$ cat config.mk
export PLATFORM = sky130hd
export DESIGN_NAME = double_ended_queue_flat
export DESIGN_NICKNAME = d
export VERILOG_FILES = /design/src/design/deq_pkg.sv /design/src/design/deq_if.sv /design/src/design/deq_mem.sv /design/src/design/deq_ctrl.sv /design/src/design/double_ended_queue.sv /design/src/flat_wrapper.sv
export SDC_FILE = /design/constraint.sdc
export NUM_CORES = 1
export LEC_CHECK = 0
export BUFFER_PORTS_ARGS = -buffer_cell sky130_fd_sc_hd__buf_4
export CAP_MARGIN = 20
export CORE_AREA = 2 2 224 226
export CTS_CLUSTER_SIZE = 25
export DETAILED_ROUTE_END_ITERATION = 16
export DIE_AREA = 0 0 226 228
export MAX_ROUTING_LAYER = met4
export PLACE_DENSITY = 0.88
export SKIP_LAST_GASP = 1
export SYNTH_ARGS = -nofsm -noshare
export SYNTH_HDL_FRONTEND = slang
export SYNTH_SLANG_ARGS = --single-unit
export TNS_END_PERCENT = 20
$ cat constraint.sdc
create_clock -name i_clk -period 14.3 [get_ports i_clk]
set_input_delay 2.86 -clock i_clk [delete_from_list [all_inputs] [get_ports i_clk]]
set_output_delay 2.86 -clock i_clk [all_outputs]
set_load 0.02 [all_outputs]
$ cat src/design/deq_pkg.sv
// Package for the double-ended queue: sizes, codes, shared types and pointer helpers.
`default_nettype none

package deq_pkg;

    // Queue depth and derived widths
    localparam int DEPTH  = 16;
    localparam int AW     = (DEPTH > 1) ? $clog2(DEPTH) : 1;
    localparam int FW     = $clog2(DEPTH + 1);
    localparam int WORD_W = 32;
    localparam int CNT_W  = 5;

    // Value shown on both ends when the queue holds nothing
    localparam logic signed [WORD_W-1:0] EMPTY_MARK = 32'sd404;

    typedef logic [AW-1:0] t_addr;
    typedef logic [FW-1:0] t_fill;
    typedef logic signed [WORD_W-1:0] t_word;

    typedef enum logic [1:0] {
        FN_PUSH_BACK  = 2'd0,
        FN_PUSH_FRONT = 2'd1,
        FN_POP_BACK   = 2'd2,
        FN_POP_FRONT  = 2'd3
    } t_func;

    typedef enum logic [1:0] {
        STAT_OK    = 2'd0,
        STAT_EMPTY = 2'd1,
        STAT_FULL  = 2'd2
    } t_status;

    typedef enum logic [1:0] {
        ST_IDLE,
        ST_READ,
        ST_LOAD
    } t_state;

    // Slot memory request: one write port, two read ports
    typedef struct packed {
        logic  wr_en;
        t_addr wr_addr;
        t_word wr_data;
        logic  rd_en;
        t_addr rd_addr_front;
        t_addr rd_addr_back;
    } t_mem_req;

    // Result handed from the controller to the output stage
    typedef struct packed {
        logic             load;
        logic             empty;
        logic [CNT_W-1:0] count;
        t_status          status;
    } t_res;

    // Circular pointer step forward
    function automatic t_addr wrap_inc(input t_addr p);
        return (p == AW'(DEPTH - 1)) ? '0 : p + AW'(1);
    endfunction

    // Circular pointer step backward
    function automatic t_addr wrap_dec(input t_addr p);
        return (p == '0) ? AW'(DEPTH - 1) : p - AW'(1);
    endfunction

endpackage

`default_nettype wire

$ cat src/design/deq_if.sv
// Valid/ready channel interfaces for the queue's operation and result words.
`default_nettype none

interface deq_in_if;
    logic               valid;
    logic               ready;
    logic [1:0]         func;
    logic signed [31:0] value;

    modport source (output valid, output func, output value, input ready);
    modport sink   (input valid, input func, input value, output ready);
endinterface

interface deq_out_if;
    logic               valid;
    logic               ready;
    logic signed [31:0] front_value;
    logic signed [31:0] back_value;
    logic [4:0]         count;
    logic [1:0]         status;

    modport source (output valid, output front_value, output back_value,
                    output count, output status, input ready);
    modport sink   (input valid, input front_value, input back_value,
                    input count, input status, output ready);
endinterface

`default_nettype wire

$ cat src/design/deq_mem.sv
// Slot storage: one write port and two registered read ports.
`default_nettype none

module deq_mem (
    input  wire logic              i_clk,
    input  wire deq_pkg::t_mem_req i_req,
    output deq_pkg::t_word         o_rd_front,
    output deq_pkg::t_word         o_rd_back
);
    import deq_pkg::*;

    t_word r_slots [DEPTH];
    t_word r_rd_front;
    t_word r_rd_back;

    // Write port
    always_ff @(posedge i_clk) begin
        if (i_req.wr_en) begin
            r_slots[i_req.wr_addr] <= i_req.wr_data;
        end
    end

    // Read ports, registered; data holds while not enabled
    always_ff @(posedge i_clk) begin
        if (i_req.rd_en) begin
            r_rd_front <= r_slots[i_req.rd_addr_front];
            r_rd_back  <= r_slots[i_req.rd_addr_back];
        end
    end

    assign o_rd_front = r_rd_front;
    assign o_rd_back  = r_rd_back;

endmodule

`default_nettype wire

$ cat src/design/deq_ctrl.sv
// Queue controller: pointers, fill count, status and the access sequencer.
`default_nettype none

module deq_ctrl (
    input  wire logic        i_clk,
    input  wire logic        i_rst_n,
    deq_in_if.sink           i_in,
    input  wire logic        i_out_stall,
    output deq_pkg::t_mem_req o_mem,
    output deq_pkg::t_res    o_res
);
    import deq_pkg::*;

    t_state  r_state, n_state;
    t_addr   r_front, n_front;
    t_addr   r_back, n_back;
    t_fill   r_fill, n_fill;
    t_status r_status, n_status;

    logic  is_push;
    logic  full;
    logic  empty;
    t_func func;

    assign func    = t_func'(i_in.func);
    assign is_push = (func == FN_PUSH_BACK) || (func == FN_PUSH_FRONT);
    assign full    = (r_fill == FW'(DEPTH));
    assign empty   = (r_fill == '0);

    // State and queue registers
    always_ff @(posedge i_clk) begin
        if (!i_rst_n) begin
            r_state  <= ST_IDLE;
            r_front  <= '0;
            r_back   <= '0;
            r_fill   <= '0;
            r_status <= STAT_OK;
        end else begin
            r_state  <= n_state;
            r_front  <= n_front;
            r_back   <= n_back;
            r_fill   <= n_fill;
            r_status <= n_status;
        end
    end

    // Next state, pointer update and memory requests
    always_comb begin
        n_state  = r_state;
        n_front  = r_front;
        n_back   = r_back;
        n_fill   = r_fill;
        n_status = r_status;

        i_in.ready = 1'b0;

        o_mem               = '0;
        o_mem.wr_data       = i_in.value;
        o_mem.rd_addr_front = r_front;
        o_mem.rd_addr_back  = wrap_dec(r_back);

        o_res.load   = 1'b0;
        o_res.empty  = empty;
        o_res.count  = CNT_W'(r_fill);
        o_res.status = r_status;

        case (r_state)
            ST_IDLE: begin
                // ready is high here, so valid alone marks the accept
                i_in.ready = 1'b1;
                if (i_in.valid) begin
                    n_state  = ST_READ;
                    n_status = STAT_OK;
                    if (is_push && full) begin
                        n_status = STAT_FULL;
                    end else if (!is_push && empty) begin
                        n_status = STAT_EMPTY;
                    end else begin
                        case (func)
                            FN_PUSH_BACK: begin
                                o_mem.wr_en   = 1'b1;
                                o_mem.wr_addr = r_back;
                                n_back        = wrap_inc(r_back);
                                n_fill        = r_fill + FW'(1);
                            end
                            FN_PUSH_FRONT: begin
                                o_mem.wr_en   = 1'b1;
                                o_mem.wr_addr = wrap_dec(r_front);
                                n_front       = wrap_dec(r_front);
                                n_fill        = r_fill + FW'(1);
                            end
                            FN_POP_BACK: begin
                                n_back = wrap_dec(r_back);
                                n_fill = r_fill - FW'(1);
                            end
                            FN_POP_FRONT: begin
                                n_front = wrap_inc(r_front);
                                n_fill  = r_fill - FW'(1);
                            end
                            default: begin
                                n_fill = r_fill;
                            end
                        endcase
                    end
                end
            end
            // Write landed at the accept edge, so both ends read current data
            ST_READ: begin
                o_mem.rd_en = 1'b1;
                n_state     = ST_LOAD;
            end
            ST_LOAD: begin
                if (!i_out_stall) begin
                    o_res.load = 1'b1;
                    n_state    = ST_IDLE;
                end
            end
            default: begin
                n_state = ST_IDLE;
            end
        endcase
    end

endmodule

`default_nettype wire

$ cat src/design/double_ended_queue.sv
// Top level of the double-ended queue: controller, slot memory and result register.
//
// Usage:
//   i_in carries one operation word per handshake: func (0 push back,
//   1 push front, 2 pop back, 3 pop front) and value (pushed word).
//   o_out returns exactly one result word per operation: front and back
//   elements (404 when empty), element count and status (0 done, 1 pop on
//   empty ignored, 2 push on full dropped).
// Timing:
//   An operation passes through accept with the memory write, the read of
//   both ends from the slot memory, and the load of the result register,
//   which waits while o_out is stalled. The next operation is taken in the
//   cycle after the result is loaded, so the controller handles only one
//   operation at a time.
// Reset:
//   Synchronous, active low. The queue comes up empty with both pointers
//   and the count at zero and no result pending; slot contents are not
//   cleared.
// Backpressure:
//   While o_out is stalled the result stays in its register; one further
//   operation may be accepted and waits for the register before loading.
`default_nettype none

module double_ended_queue (
    input  wire logic i_clk,
    input  wire logic i_rst_n,
    deq_in_if.sink    i_in,
    deq_out_if.source o_out
);
    import deq_pkg::*;

    t_mem_req mem_req;
    t_res     res;
    t_word    rd_front;
    t_word    rd_back;
    logic     out_stall;

    logic             r_valid;
    t_word            r_front_value;
    t_word            r_back_value;
    logic [CNT_W-1:0] r_count;
    t_status          r_status;

    assign out_stall = r_valid && !o_out.ready;

    deq_ctrl u_ctrl (
        .i_clk       (i_clk),
        .i_rst_n     (i_rst_n),
        .i_in        (i_in),
        .i_out_stall (out_stall),
        .o_mem       (mem_req),
        .o_res       (res)
    );

    deq_mem u_mem (
        .i_clk      (i_clk),
        .i_req      (mem_req),
        .o_rd_front (rd_front),
        .o_rd_back  (rd_back)
    );

    // Result valid flag
    always_ff @(posedge i_clk) begin
        if (!i_rst_n) begin
            r_valid <= 1'b0;
        end else if (res.load) begin
            r_valid <= 1'b1;
        end else if (o_out.ready) begin
            r_valid <= 1'b0;
        end
    end

    // Result payload; empty queue shows the marker on both ends
    always_ff @(posedge i_clk) begin
        if (res.load) begin
            r_front_value <= res.empty ? EMPTY_MARK : rd_front;
            r_back_value  <= res.empty ? EMPTY_MARK : rd_back;
            r_count       <= res.count;
            r_status      <= res.status;
        end
    end

    assign o_out.valid       = r_valid;
    assign o_out.front_value = r_front_value;
    assign o_out.back_value  = r_back_value;
    assign o_out.count       = r_count;
    assign o_out.status      = r_status;

`ifndef SYNTHESIS
    // A dropped push only happens on a full queue
    a_full_count: assert property (@(posedge i_clk) disable iff (!i_rst_n)
        (res.load && res.status == STAT_FULL) |-> (res.count == CNT_W'(DEPTH)))
        else $error("full status with count below depth");

    // An ignored pop leaves an empty queue showing the marker
    a_empty_marker: assert property (@(posedge i_clk) disable iff (!i_rst_n)
        (res.load && res.status == STAT_EMPTY)
            |=> (r_count == '0 && r_front_value == EMPTY_MARK
                 && r_back_value == EMPTY_MARK))
        else $error("empty status without empty result");

    // One operation in flight: no new word right after an accept
    a_one_in_flight: assert property (@(posedge i_clk) disable iff (!i_rst_n)
        (i_in.valid && i_in.ready) |=> !i_in.ready)
        else $error("operation accepted while another is in flight");

    // Result register is not overwritten while stalled
    a_no_overwrite: assert property (@(posedge i_clk) disable iff (!i_rst_n)
        res.load |-> !out_stall)
        else $error("result loaded over a pending word");
`endif

endmodule

`default_nettype wire

$ cat src/flat_wrapper.sv
// flat-port wrapper written by rule: the top's interface ports become plain ports
module double_ended_queue_flat import deq_pkg::*;
  (i_clk, i_rst_n, i_in_valid, i_in_func, i_in_value, i_in_ready, o_out_valid, o_out_front_value, o_out_back_value, o_out_count, o_out_status, o_out_ready);
  deq_in_if i_in_i ();
  deq_out_if o_out_i ();
  input  wire logic i_clk;
  input  wire logic i_rst_n;
  input wire logic [$bits(i_in_i.valid)-1:0] i_in_valid;
  input wire logic [$bits(i_in_i.func)-1:0] i_in_func;
  input wire logic [$bits(i_in_i.value)-1:0] i_in_value;
  output wire logic [$bits(i_in_i.ready)-1:0] i_in_ready;
  output wire logic [$bits(o_out_i.valid)-1:0] o_out_valid;
  output wire logic [$bits(o_out_i.front_value)-1:0] o_out_front_value;
  output wire logic [$bits(o_out_i.back_value)-1:0] o_out_back_value;
  output wire logic [$bits(o_out_i.count)-1:0] o_out_count;
  output wire logic [$bits(o_out_i.status)-1:0] o_out_status;
  input wire logic [$bits(o_out_i.ready)-1:0] o_out_ready;
  assign i_in_i.valid = i_in_valid;
  assign i_in_i.func = i_in_func;
  assign i_in_i.value = i_in_value;
  assign i_in_ready = i_in_i.ready;
  assign o_out_valid = o_out_i.valid;
  assign o_out_front_value = o_out_i.front_value;
  assign o_out_back_value = o_out_i.back_value;
  assign o_out_count = o_out_i.count;
  assign o_out_status = o_out_i.status;
  assign o_out_i.ready = o_out_ready;
  double_ended_queue u_core (.i_clk(i_clk), .i_rst_n(i_rst_n), .i_in(i_in_i), .o_out(o_out_i));
endmodule
# Word level (Yosys, flattened, before mapping)
# Memory sizes are Yosys's and may differ from the RTL's. A register that Yosys moved wholly into a read port is not among the register bits.
# Cells that the tools add are included.
[word_totals] regBits=89 mem_bits_rw=512 in_bits=38 output_inout_bits=73 wordCells=75 n_memories=1
[memory_table] memory="u_core.u_mem.r_slots" words=16 width=32 rd=2 rd_clocked_by_memory_dff=2 wr=1 line="deq_mem.sv:12" rtl="t_word r_slots [DEPTH];"
[classes] n_addsub=6 eq_ne=10 n_mux=25 bitwise_logic=2 n_reduce_logical=21
[op_table] op="$mux W5" n=4
[op_table] op="$pmux W5 S2" n=2
[op_table] op="$mux W4" n=4
[op_table] op="$pmux W4 S2" n=2
[op_table] op="$reduce_and A5 Y1" n=2
[op_table] op="$mux W1" n=9
[op_table] op="$add A4 B1 Y4 const B" n=2
[op_table] op="$eq A4 B4 Y1 const B" n=2
[op_table] op="$logic_not A4 Y1" n=2
[op_table] op="$sub A4 B1 Y4 const B" n=2
[op_table] op="$eq A2 B2 Y1 const B" n=3
[op_table] op="$mux W2" n=3
[op_table] op="$pmux W2 S3" n=1
[op_table] op="$reduce_bool A2 Y1" n=3
[op_table] op="$add A5 B1 Y5 const B" n=1
[op_table] op="$eq A5 B5 Y1 const B" n=1
[op_table] op="$logic_not A5 Y1" n=1
[op_table] op="$sub A5 B1 Y5 const B" n=1
[op_table] op="$eq A2 B1 Y1 const B" n=2
[op_table] op="$logic_not A2 Y1" n=2
[op_table] op="$ne A2 B2 Y1 const B" n=2
[op_table] op="$reduce_and A2 Y1" n=2
[op_table] op="$reduce_and A4 Y1" n=1
[op_table] op="$reduce_or A2 Y1" n=2
[op_table] op="4 further kinds" n=8

# Depth between registers and ports, before layout
[logic_depth] ltp_word=10 mapped_depth=12 mapped_depth_nobuf=7

# Hierarchy
# Synthesis repeated with hierarchy kept, for this count alone.
[unflattened] cells_unflattened=1472 area_unflattened_um2=28878.9
[by_module_without_submodules] mod="deq_mem" instances=1 cells_per_inst=1141 area_per_inst_um2=24828.8 seq_area_each_um2=17296.6
[by_module_without_submodules] mod="double_ended_queue" instances=1 cells_per_inst=145 area_per_inst_um2=2610.0 seq_area_each_um2=2152.1
[by_module_without_submodules] mod="deq_ctrl" instances=1 cells_per_inst=186 area_per_inst_um2=1440.1 seq_area_each_um2=340.3

# Worst setup path before layout
# OpenSTA, ideal clock, no wires.
[synth_path] kind="input to register" from="in i_in_valid" to="mem u_core.u_mem.r_slots[12][0] (netlist bit), enable pin" setup_time_ps=501 arrival_time_ps=6920 t_required_ps=13799 setup_slack_ps=6878 path_stages=5 path_buffers=1 cell_sequence="or3b_1 buf_6 a211o_1 a21o_1 nor4_1"
[synth_between] elab_chain_len=4
[synth_rtl] element="start: declaration" line="flat_wrapper.sv:8" rtl="input wire logic [$bits(i_in_i.valid)-1:0] i_in_valid;"
[synth_rtl] element="$mux W5 *" line="deq_ctrl.sv:71" rtl="if (i_in.valid) begin"
[synth_rtl] element="$mux W5 *" line="deq_ctrl.sv:67" rtl="case (r_state)"
[synth_rtl] element="$mux W1" line="deq_mem.sv:18" rtl="if (i_req.wr_en) begin"
[synth_rtl] element="$mux W1 (not written as such)" line="deq_mem.sv:19" rtl="r_slots[i_req.wr_addr] <= i_req.wr_data;"
[synth_rtl] element="end: declaration" line="deq_mem.sv:12"
# Mark *: on every way between the ends. The rest lies on a longest branch, timed or not.

# Worst setup path after layout
[layout_path] from="in i_in_valid" to="mem u_core.u_mem.r_slots[6][25] (netlist bit), enable pin"
# Same word-level chain as after synthesis.

==> impl_metrics.env <==
export IMPL_finalPower_mw=4.61
export IMPL_fp_row_count=82
export IMPL_clk_path_buf_depth=3
export IMPL_crit_type="primary input to register"
export IMPL_synth_top_family_by_area="multiplexers"
export IMPL_wire_per_inst_um=31.1
export IMPL_syn2layout_area_growth_pct=12.6
export IMPL_synth_compound_area_share=0.0255
export IMPL_clock_fmax_mhz=192
export IMPL_min_path_type="register to register"
export IMPL_htree_levels=3
export IMPL_power_leakage_nw=10.1
export IMPL_cts_tree="yes"
export IMPL_yosys_area_top_type="edfxtp_1"
export IMPL_synthDistinctLibCells=54
export IMPL_ys_ff_latch=665
export IMPL_critPathMaxFanout=32
export IMPL_grt_use_met1=0.370
export IMPL_grt_max_degree=72
export IMPL_drcViolationCount=0
export IMPL_yosysWarningCount=0
export IMPL_dieArea_um2=51500
export IMPL_ys_async_sr_fraction=0
export IMPL_grt_usage=0.292
export IMPL_start_util=0.590
export IMPL_synth_top_area_frac=0.667
export IMPL_ys_top_cells_by_count="edfxtp_1 (647), mux4_2 (287), nand2_1 (82)"
export IMPL_setup_viol=0
export IMPL_clk_latency_ps=610
export IMPL_synth_main_ff_cell="edfxtp_1"
export IMPL_ios=111
export IMPL_drive_gt1_frac=0.348
export IMPL_drv_cap=0
export IMPL_clock_skew_ps=29.6
export IMPL_antenna_found_initial=1
export IMPL_port_buffer_count=110
export IMPL_finalCriticalPeriod_ps=5210
export IMPL_netlist_instances=1443
export IMPL_die_w_um=226
export IMPL_ir_drop_mv=0.0802
export IMPL_post_route_util=0.664
export IMPL_drv_slew=0
export IMPL_die_height_um=228
export IMPL_cts_post_setup_buffers_inserted=0
export IMPL_worstPathArrival_ps=5450
export IMPL_grt_pass1_wl_mm=107
export IMPL_synth_edf_count=647
export IMPL_clk_pin_slew_ps=60
export IMPL_grt_overflow=0
export IMPL_synthAdderAreaFrac=0.00412
export IMPL_max_slew_margin=0.276
export IMPL_synthMuxAreaShare=0.224
export IMPL_cp_required_ps=14540
export IMPL_cts_sinks=665
export IMPL_status="complete, no violations"
export IMPL_grt_pass1_vias=16700
export IMPL_met3_usage=0.0507
export IMPL_antenna_left=0
export IMPL_ys_seq_area_frac=0.679
export IMPL_dpl_hpwl_mm=36.6
export IMPL_detail_route_first_pass_iterations=5
export IMPL_cts_resized=0
export IMPL_cts_buffers=68
export IMPL_layout_nets=1597
export IMPL_rrSetupSlack_ps=9570
export IMPL_syn_area_um2=29100
export IMPL_synth_xor_area_frac=0.00241
export IMPL_avgSynthCellArea_um2=20.2
export IMPL_syn_num_nets=1490
export IMPL_rsz0062_at_grt="false"
export IMPL_coreArea_um2=49300
export IMPL_yosys_top_cells_area="edfxtp_1 (67%), mux4_2 (22%), nor2b_1 (1.3%), dfxtp_1 (1.2%), nand2_1 (1.1%)"
export IMPL_busiest_layer="met2"
export IMPL_synth_simple_area_share=0.0442
export IMPL_vias=16000
export IMPL_grtUsageMet2=0.471
export IMPL_cts_root_buf="clkbuf_16"
export IMPL_pwr_density_cell_nw_per_um2=140
export IMPL_min_period_over_period=0.364
export IMPL_cts_hold_buf=0
export IMPL_finalHoldViolCount=0
export IMPL_startpoint_type="primary input"
export IMPL_via_per_inst=7.02
export IMPL_cp_end_kind="register"
export IMPL_wl_mm=70.7
export IMPL_final_setup_tns_ps=0
export IMPL_gp_congestion=0.808
export IMPL_drt_initial_drc_count=2032
export IMPL_synth_most_common_cell="edfxtp_1"
export IMPL_worst_pin_slew_ps=1090
[report_power, final]
part / switching, mW / internal (mW)
Sequential: 0.0395 / 2.22
Combinational: 0.360 / 0.278
Clock: 0.717 / 0.996
[critical path, stage by stage]
cell and delay (ps):
buf_4 80, or3b_1 480, a21oi_2 510, nand2_1 410
o21bai_1 430, nor2_4 180, buf_4 450
[cell usage in the layout (no fill, tap or decap), types with 3 or more instances in the layout]
cell	n
clkbuf_16	71
nor2b_4	3
bufinv_16	4
a21oi_1	17
nor2b_1	59
buf_4	138
xnor2_1	6
a21o_1	3
dfxtp_4	4
clkinv_2	5
mux4_2	287
nor2_1	21
clkbuf_8	3
nor4_2	3
and2_1	32
nand2_1	81
o21ai_0	5
a211oi_1	38
or2_2	8
inv_1	7
a31oi_1	32
nand2b_1	8
clkinv_1	13
clkbuf_1	20
dfxtp_1	13
nor2_4	11
mux2i_1	5
nand3_1	4
edfxtp_1	647
ha_1	7
[through the flow]
step                      hold WS (ps)  area, µm²  instances  setup slack (ps)
after floorplan                    409      29100       1443              6880
after global placement             414      30600       2149              8210
after detailed placement           420      30600       2149              8140
after CTS                          435      32700       2268              8710
after global routing               447      32800       2272              8950
final                              437      32800       2272              9090
[cells by family after synthesis]
logic type | after synthesis
compound gates | 110
mux | 293
buf+inv | 112
xor+xnor | 8
flops | 665
simple gates | 246
fa+ha+maj | 9
[flip-flops by register name (all words and copies together) (netlist names)]
signal and count:
u_core.o_out.back_value 32, u_core.o_out.count 5, u_core.o_out.front_value 32, u_core.o_out.status 2
u_core.o_out.valid 1, u_core.u_ctrl.r_back 4, u_core.u_ctrl.r_fill 5, u_core.u_ctrl.r_front 4
u_core.u_ctrl.r_state 2, u_core.u_ctrl.r_status 2, u_core.u_mem.o_rd_back 32, u_core.u_mem.o_rd_front 32
u_core.u_mem.r_slots 512
[metal layers]
layer,part of all wire,vias up
met5,0,-
met4,0.043,0
met3,0.090,230
met2,0.51,1201
met1,0.35,8265
li1,-,6260
[layout make-up]
type / count / area (µm²)
fillers: 2936 / 16600
flip-flops and latches: 665 / 19800
clock inverters: 25 / 223
multi-input cells: 666 / 8920
inverters: 8 / 30.0
well taps: 672 / 841
repair buffers: 141 / 1080
diodes: 1 / 2.50
clock buffers: 94 / 1890
[final timing paths]
check	endpoint	cells past startpoint	startpoint
worst min-delay path	u_core.o_out.status[1]	0	u_core.u_ctrl.r_status[1]
worst max-delay path	u_core.u_mem.r_slots[6][25]	7	i_in_valid
worst min register to register	u_core.o_out.status[1]	0	u_core.u_ctrl.r_status[1]
worst max register to register	u_core.u_mem.o_rd_back[21]	7	u_core.u_ctrl.r_back[0]
Power figures use the tool's default switching activity.
